$ cat src/rtl/core/isbm_pkg.sv
package isbm_pkg;

	localparam int unsigned CMD_W       = 4;
	localparam int unsigned BYTE_W      = 8;
	localparam int unsigned FULL_ADDR_W = 2 * BYTE_W;

	typedef logic [CMD_W-1:0]       cmd_t;
	typedef logic [BYTE_W-1:0]      byte_t;
	typedef logic [FULL_ADDR_W-1:0] full_addr_t;
	typedef logic [1:0]             byte_cnt_t;

	localparam cmd_t EV_ADDR_WRITE = 4'd0;
	localparam cmd_t EV_DATA_RX    = 4'd1;
	localparam cmd_t EV_ADDR_READ  = 4'd2;
	localparam cmd_t EV_TX_NACK    = 4'd3;
	localparam cmd_t EV_RX_NACK    = 4'd4;
	localparam cmd_t EV_STOP       = 4'd5;
	localparam cmd_t EV_ARB_LOST_A = 4'd6;
	localparam cmd_t EV_ARB_LOST_B = 4'd7;

	localparam byte_cnt_t BC_ADDR_HI = 2'd0;
	localparam byte_cnt_t BC_ADDR_LO = 2'd1;
	localparam byte_cnt_t BC_DATA    = 2'd2;

endpackage

$ cat src/rtl/core/isbm_ev_if.sv
interface isbm_ev_if;
	import isbm_pkg::*;

	logic  valid;
	logic  ready;
	cmd_t  command;
	byte_t rx_byte;

	modport source (output valid, command, rx_byte, input ready);
	modport sink (input valid, command, rx_byte, output ready);

endinterface

$ cat src/rtl/core/isbm_res_if.sv
interface isbm_res_if;
	import isbm_pkg::*;

	logic  valid;
	logic  ready;
	byte_t tx_byte;
	logic  tx_load;
	logic  bus_action;
	logic  mem_written;

	modport source (output valid, tx_byte, tx_load, bus_action, mem_written, input ready);
	modport sink (input valid, tx_byte, tx_load, bus_action, mem_written, output ready);

endinterface

$ cat src/rtl/core/i2c_slave_byte_memory_unit.sv
// Slave-side byte memory for an I2C link. Each bus event item gives exactly one result
// item, registered in stage 1 and then in stage 2, and a new item can be taken in every
// cycle unless the result side holds stage 2. Apart from that, the only exception is the
// low address byte of a write group: the 16-bit address is reduced modulo MEM_DEPTH by
// a reciprocal multiply followed by a multiply and subtract in the next cycle, so the
// item after it is held while that second step runs. After reset the memory is cleared
// one entry per cycle, and no item is accepted until that pass has finished.
module i2c_slave_byte_memory_unit #(
	parameter int unsigned MEM_DEPTH = 256
) (
	input logic clk,
	input logic arst_n,
	isbm_ev_if.sink bus_ev,
	isbm_res_if.source result
);
	import isbm_pkg::*;

	localparam int unsigned AW     = $clog2(MEM_DEPTH);
	localparam int unsigned SHIFT  = FULL_ADDR_W + AW;
	localparam int unsigned PROD_W = 2 * FULL_ADDR_W + 1;
	localparam longint unsigned RECIP_L =
		((64'd1 << SHIFT) + MEM_DEPTH - 1) / MEM_DEPTH;
	localparam logic [FULL_ADDR_W:0] RECIP = (FULL_ADDR_W + 1)'(RECIP_L);
	localparam logic [AW-1:0] LAST_ADDR = AW'(MEM_DEPTH - 1);

	byte_t byte_memory [MEM_DEPTH];

	logic            valid_s1;
	cmd_t            cmd_s1;
	byte_t           rx_s1;
	logic            valid_s2;
	logic            load_s2;
	logic            action_s2;
	logic            written_s2;
	byte_t           rdata_s2;
	logic [AW-1:0]   ptr_q;
	byte_cnt_t       cnt_q;
	byte_t           hi_q;
	logic            mod_busy_q;
	full_addr_t      full_q;
	full_addr_t      quot_q;
	logic            clr_busy_q;
	logic [AW-1:0]   clr_addr_q;

	logic            adv_s1;
	byte_cnt_t       cnt_nx;
	byte_t           hi_nx;
	logic            set_mod;
	logic            wr_en;
	logic            load;
	logic            action;
	full_addr_t      full_addr;
	logic [PROD_W-1:0] recip_prod;
	logic [PROD_W-1:0] quot_prod;
	logic [PROD_W-1:0] rem_full;
	logic [AW:0]     ptr_inc;
	logic [AW-1:0]   ptr_next_rd;

	assign adv_s1       = valid_s1 && (!valid_s2 || result.ready) && !mod_busy_q;
	assign bus_ev.ready = !clr_busy_q && (!valid_s1 || adv_s1);

	assign full_addr  = {hi_q, rx_s1};
	assign recip_prod = PROD_W'(full_addr) * PROD_W'(RECIP);
	assign quot_prod  = PROD_W'(quot_q) * PROD_W'(MEM_DEPTH);
	assign rem_full   = PROD_W'(full_q) - quot_prod;

	assign ptr_inc     = (AW + 1)'(ptr_q) + (AW + 1)'(1);
	assign ptr_next_rd = (ptr_q == LAST_ADDR) ? '0 : ptr_inc[AW-1:0];

	always_comb begin
		cnt_nx  = cnt_q;
		hi_nx   = hi_q;
		set_mod = 1'b0;
		wr_en   = 1'b0;
		load    = 1'b0;
		action  = 1'b0;
		unique case (cmd_s1) inside
			EV_ADDR_WRITE, EV_RX_NACK, EV_STOP: begin
				cnt_nx = BC_ADDR_HI;
			end
			EV_DATA_RX: begin
				case (cnt_q)
					BC_ADDR_LO: begin
						set_mod = 1'b1;
						cnt_nx  = BC_DATA;
					end
					BC_DATA: begin
						wr_en  = 1'b1;
						cnt_nx = BC_ADDR_HI;
					end
					default: begin
						hi_nx  = rx_s1;
						cnt_nx = BC_ADDR_LO;
					end
				endcase
			end
			EV_ADDR_READ: begin
				load = 1'b1;
			end
			EV_TX_NACK, EV_ARB_LOST_A, EV_ARB_LOST_B: begin
			end
			default: begin
				action = 1'b1;
			end
		endcase
	end

	always_ff @(posedge clk or negedge arst_n) begin
		if (!arst_n) begin
			valid_s1   <= 1'b0;
			valid_s2   <= 1'b0;
			ptr_q      <= '0;
			cnt_q      <= BC_ADDR_HI;
			hi_q       <= '0;
			mod_busy_q <= 1'b0;
			clr_busy_q <= 1'b1;
			clr_addr_q <= '0;
		end else begin
			if (bus_ev.valid && bus_ev.ready) begin
				valid_s1 <= 1'b1;
			end else if (adv_s1) begin
				valid_s1 <= 1'b0;
			end
			if (adv_s1) begin
				valid_s2 <= 1'b1;
			end else if (result.ready) begin
				valid_s2 <= 1'b0;
			end
			if (clr_busy_q) begin
				if (clr_addr_q == LAST_ADDR) begin
					clr_busy_q <= 1'b0;
				end
				clr_addr_q <= clr_addr_q + AW'(1);
			end
			mod_busy_q <= adv_s1 && set_mod;
			if (mod_busy_q) begin
				ptr_q <= rem_full[AW-1:0];
			end else if (adv_s1 && load) begin
				ptr_q <= ptr_next_rd;
			end
			if (adv_s1) begin
				cnt_q <= cnt_nx;
				hi_q  <= hi_nx;
			end
		end
	end

	always_ff @(posedge clk) begin
		if (bus_ev.valid && bus_ev.ready) begin
			cmd_s1 <= bus_ev.command;
			rx_s1  <= bus_ev.rx_byte;
		end
		if (adv_s1) begin
			load_s2    <= load;
			action_s2  <= action;
			written_s2 <= wr_en;
			rdata_s2   <= byte_memory[ptr_q];
		end
		if (adv_s1 && set_mod) begin
			full_q <= full_addr;
			quot_q <= FULL_ADDR_W'(recip_prod >> SHIFT);
		end
		if (clr_busy_q) begin
			byte_memory[clr_addr_q] <= '0;
		end else if (adv_s1 && wr_en) begin
			byte_memory[ptr_q] <= rx_s1;
		end
	end

	assign result.valid       = valid_s2;
	assign result.tx_byte     = load_s2 ? rdata_s2 : '0;
	assign result.tx_load     = load_s2;
	assign result.bus_action  = action_s2;
	assign result.mem_written = written_s2;

endmodule

$ cat src/flat_wrapper.sv
// flat-port wrapper written by rule: the top's interface ports become plain ports
module i2c_slave_byte_memory_unit_flat import isbm_pkg::*;
#(
	parameter int unsigned MEM_DEPTH = 256
)
  (clk, arst_n, bus_ev_valid, bus_ev_command, bus_ev_rx_byte, bus_ev_ready, result_valid, result_tx_byte, result_tx_load, result_bus_action, result_mem_written, result_ready);
  isbm_ev_if bus_ev_i ();
  isbm_res_if result_i ();
  input logic clk;
  input logic arst_n;
  input wire logic [$bits(bus_ev_i.valid)-1:0] bus_ev_valid;
  input wire logic [$bits(bus_ev_i.command)-1:0] bus_ev_command;
  input wire logic [$bits(bus_ev_i.rx_byte)-1:0] bus_ev_rx_byte;
  output wire logic [$bits(bus_ev_i.ready)-1:0] bus_ev_ready;
  output wire logic [$bits(result_i.valid)-1:0] result_valid;
  output wire logic [$bits(result_i.tx_byte)-1:0] result_tx_byte;
  output wire logic [$bits(result_i.tx_load)-1:0] result_tx_load;
  output wire logic [$bits(result_i.bus_action)-1:0] result_bus_action;
  output wire logic [$bits(result_i.mem_written)-1:0] result_mem_written;
  input wire logic [$bits(result_i.ready)-1:0] result_ready;
  assign bus_ev_i.valid = bus_ev_valid;
  assign bus_ev_i.command = bus_ev_command;
  assign bus_ev_i.rx_byte = bus_ev_rx_byte;
  assign bus_ev_ready = bus_ev_i.ready;
  assign result_valid = result_i.valid;
  assign result_tx_byte = result_i.tx_byte;
  assign result_tx_load = result_i.tx_load;
  assign result_bus_action = result_i.bus_action;
  assign result_mem_written = result_i.mem_written;
  assign result_i.ready = result_ready;
  i2c_slave_byte_memory_unit #(.MEM_DEPTH(MEM_DEPTH)) u_core (.clk(clk), .arst_n(arst_n), .bus_ev(bus_ev_i), .result(result_i));
endmodule
$ cat config.mk
export PLATFORM = sky130hd
export DESIGN_NAME = i2c_slave_byte_memory_unit_flat
export DESIGN_NICKNAME = d
export VERILOG_FILES = /design/src/rtl/core/isbm_pkg.sv /design/src/rtl/core/isbm_ev_if.sv /design/src/rtl/core/isbm_res_if.sv /design/src/rtl/core/i2c_slave_byte_memory_unit.sv /design/src/flat_wrapper.sv
export SDC_FILE = /design/constraint.sdc
export NUM_CORES = 2
export LEC_CHECK = 0
export ABC_AREA = 1
export BUFFER_PORTS_ARGS = -buffer_cell sky130_fd_sc_hd__buf_4
export CAP_MARGIN = 20
export CORE_MARGIN = 4
export CORE_UTILIZATION = 59
export CTS_BUF_LIST = sky130_fd_sc_hd__clkbuf_2
export DETAILED_ROUTE_END_ITERATION = 16
export GPL_ROUTABILITY_DRIVEN = 0
export PLACE_DENSITY_LB_ADDON = 0.25
export RECOVER_POWER = 100
export SYNTH_ARGS = -nofsm -noshare
export SYNTH_HDL_FRONTEND = slang
export SYNTH_SLANG_ARGS = --single-unit
$ cat constraint.sdc
create_clock -name clk -period 7.88 [get_ports clk]
set_input_delay 1.182 -clock clk [delete_from_list [all_inputs] [get_ports clk]]
set_output_delay 1.182 -clock clk [all_outputs]
set_load 0.005 [all_outputs]
==> results.toml <==
[run_status]
outcome = "finished with violations"
violations = "max-capacitance violations, max-slew violations"

[grt]
grt_util_met3 = 0.0794
grt_pass1_vias = 59600
use_met2 = 0.464
grt_pass1_wl_um = 345000
antenna_found_initial = 10
grt_overflow = 0
grt_max_degree = 214
met1_usage = 0.382
top_usage_layer = "met2"
grt_usage = 0.293

[timing]
finalCritPeriodShare = 0.813
hold_viol_final = 0
relSlewSlack = -1.43
tightest_slew_ns = 3.65
layout_setup_ws_ns = 1.47
finalCriticalPeriod_ns = 6.41
rsz0062_at_grt = "false"
drv_slew = 862
tns_ns = 0
max_freq_mhz = 156
fin_skew_ns = 0.184
setup-violations-final = 0
holdWs_ns = 0.244

[detailed_routing]
ant_nets = 0
routed_wl_um = 230000
first_iter_violations = 7200
drc_errors = 0
dr_total_vias = 60600
vias_per_cell = 5.79
avgRoutedWirePerCell_um = 22.0
drtPass1Iterations = 8

[cts]
insertion_delay_ns = 1.73
post_cts_buffers = 0
cts-root-buf = "clkbuf_2"
clockBufferDepth = 4
numCtsBuffers = 534
clkSlewWorstSetupHoldPaths_ns = 0.11
ctsHtreeMaxLevel = 6
cts_tree = "yes"
clock-sinks = 2101

[die]
die_x_um = 394
rows = 141
coreArea_um2 = 148000
die_area_um2 = 155000
die_y_um = 394
start_util = 0.593
ios = 29

[finish]
syn_to_final_growth_pct = 7.21
stdcell_count = 10500
regArea_um2 = 63000
nets = 8208
multiInputGateArea_um2 = 21000
fill_cells = 11600
drive_above_1_share = 0.114
final_cell_mix = "2,079 x edfxtp_1, 1,977 x nand2_1, 1,408 x nor2_1"
post-route-util = 0.636
final_common_cell = "edfxtp_1"

[setup_path]
worstPathCellList = "inv_8, o21ai_0, nor2_1, nand3_1, nor2_1"
path_buf_inv = 1
worstPathArrival_ns = 7.69
crit_path_frequent_cell = "nor2_1"
required_ns = 9.17
slowest_delay_ns = 1.59
slowest_stage = "nand3_1"
critPathKind = "flop to flop"
worst-path-max-fanout = 128
cp-end-kind = "flop"
critPathLaunchType = "flop"
critPathTopFamily = "simple AND/OR/NAND/NOR gates"

[yosys]
avgSynthCellArea_um2 = 11.0
synth.yosys.seq_area_share = 0.718
synth_cell_type_count = 38
yosys.area.top_type_share = 0.712
syn_nets = 8011
synthCells = 7990
yosysTopAreaCell = "edfxtp_1"
yosysWarnings = 0
syn_area_um2 = 87700
synth_seq_cells = 2101
ys_top_cells_by_area = "edfxtp_1 71%, nand2_1 8.4%, nor2_1 6.0%"

[place]
pre_cts_ws_ns = 2.45
portBuffers = 28
place_inst = 9551
dpl.hpwl_um = 130000

[worst_hold_path]
min_path_type = "input port to flop"

[power]
leakage_nw = 34.6
ir_worst_vdd_mv = 0.296
p_per_area_nw_per_um2 = 316

[run]
maxCapViolations = 27
## state kept, by name, summed over array words and instances (netlist names)
signal / cells
u_core.byte_memory: 2048
u_core.clr_addr_q: 8
u_core.clr_busy_q: 1
u_core.cmd_s1: 4
u_core.cnt_q: 2
u_core.full_q: 8
u_core.mod_busy_q: 1
u_core.ptr_q: 8
u_core.rdata_s2: 8
u_core.result.bus_action: 1
u_core.result.mem_written: 1
u_core.result.tx_load: 1
u_core.result.valid: 1
u_core.rx_s1: 8
u_core.valid_s1: 1
## synth_stat cells (all sizes together)
cell type and number:
a21oi 132, a22o 1, a31oi 2, and3 1, buf 182, clkbuf 292
clkinv 4, dfrtp 21, dfstp 1, edfxtp 2079, ha 5, inv 441
nand2 1984, nand3 813, nand4 3, nor2 1415, nor3 8, nor3b 1
o211ai 29, o21ai 515, o22ai 1, o311ai 2, or2 50, xnor2 1
xor2 7
## layout make-up
type / count / share of cell area
Clock buffer: 753 / 0.0401
Multi-Input combinational cell: 4970 / 0.223
Tap cell: 1930 / 0.0257
Clock inverter: 137 / 0.00964
Sequential cell: 2101 / 0.670
Timing Repair Buffer: 135 / 0.0130
Antenna cell: 12 / 0.000319
Inverter: 445 / 0.0181
## path summary, 6_finish.rpt
check | endpoint | slack (ns) | start | cells after the start
max in group asynchronous | u_core.ptr_q[2] | 6.00 | arst_n | 4
setup / recovery | u_core.byte_memory[45][3] | 1.47 | u_core.ptr_q[1] | 5
min in group asynchronous | u_core.valid_s1 | 0.42 | arst_n | 3
hold reg to reg | u_core.full_q[4] | 0.48 | u_core.rx_s1[4] | 0
hold / removal | u_core.rx_s1[7] | 0.24 | bus_ev_rx_byte[7] | 2
setup reg to reg | u_core.byte_memory[45][3] | 1.47 | u_core.ptr_q[1] | 5
## stage by stage
| step | area (um2) | total power [W] |
|---|---|---|
| after floorplan | 87700 | 0.0194 |
| after global placement | 89300 | 0.0224 |
| after detailed placement | 89300 | 0.0225 |
| after CTS | 94300 | 0.0296 |
| after global routing | 94100 | 0.0315 |
| final | 94100 | 0.0298 |
## logic make-up after synthesis
kind of cell | synth area share
flops | 0.718
xor+xnor | 0.000799
simple gates | 0.199
compound gates | 0.0405
buf+inv | 0.0413
fa+ha+maj | 0.000713
## worst reg2reg max path, cell delays in order (launching register included)
cell and delay [ns]:
dfrtp_1 1.04, inv_8 0.95, o21ai_0 0.62, nor2_1 0.52, nand3_1 1.59, nor2_1 1.27
## where the power goes
part | internal (W) | total, W | switching, W
registers | 0.0122 | 0.0123 | 0.000129
clock network | 0.00301 | 0.00719 | 0.00418
logic | 0.00273 | 0.0103 | 0.00754
total | 0.0179 | 0.0298 | 0.0119
## layer usage
layer	vias up	part of all wire	routed length (um)
met1	28700	0.37	86100
met5	-	0.000056	13
li1	27700	-	-
met2	3604	0.47	108000
met3	591	0.11	26300
met4	2	0.042	9580
## timing repair
item                                    in CTS  in global routing
hold buffers                                27                  0
hold endpoints to repair                    56                  0
endpoints found under the setup margin       0                  0
resized for setup                            0                  0
(Power assumes the default switching activity.)
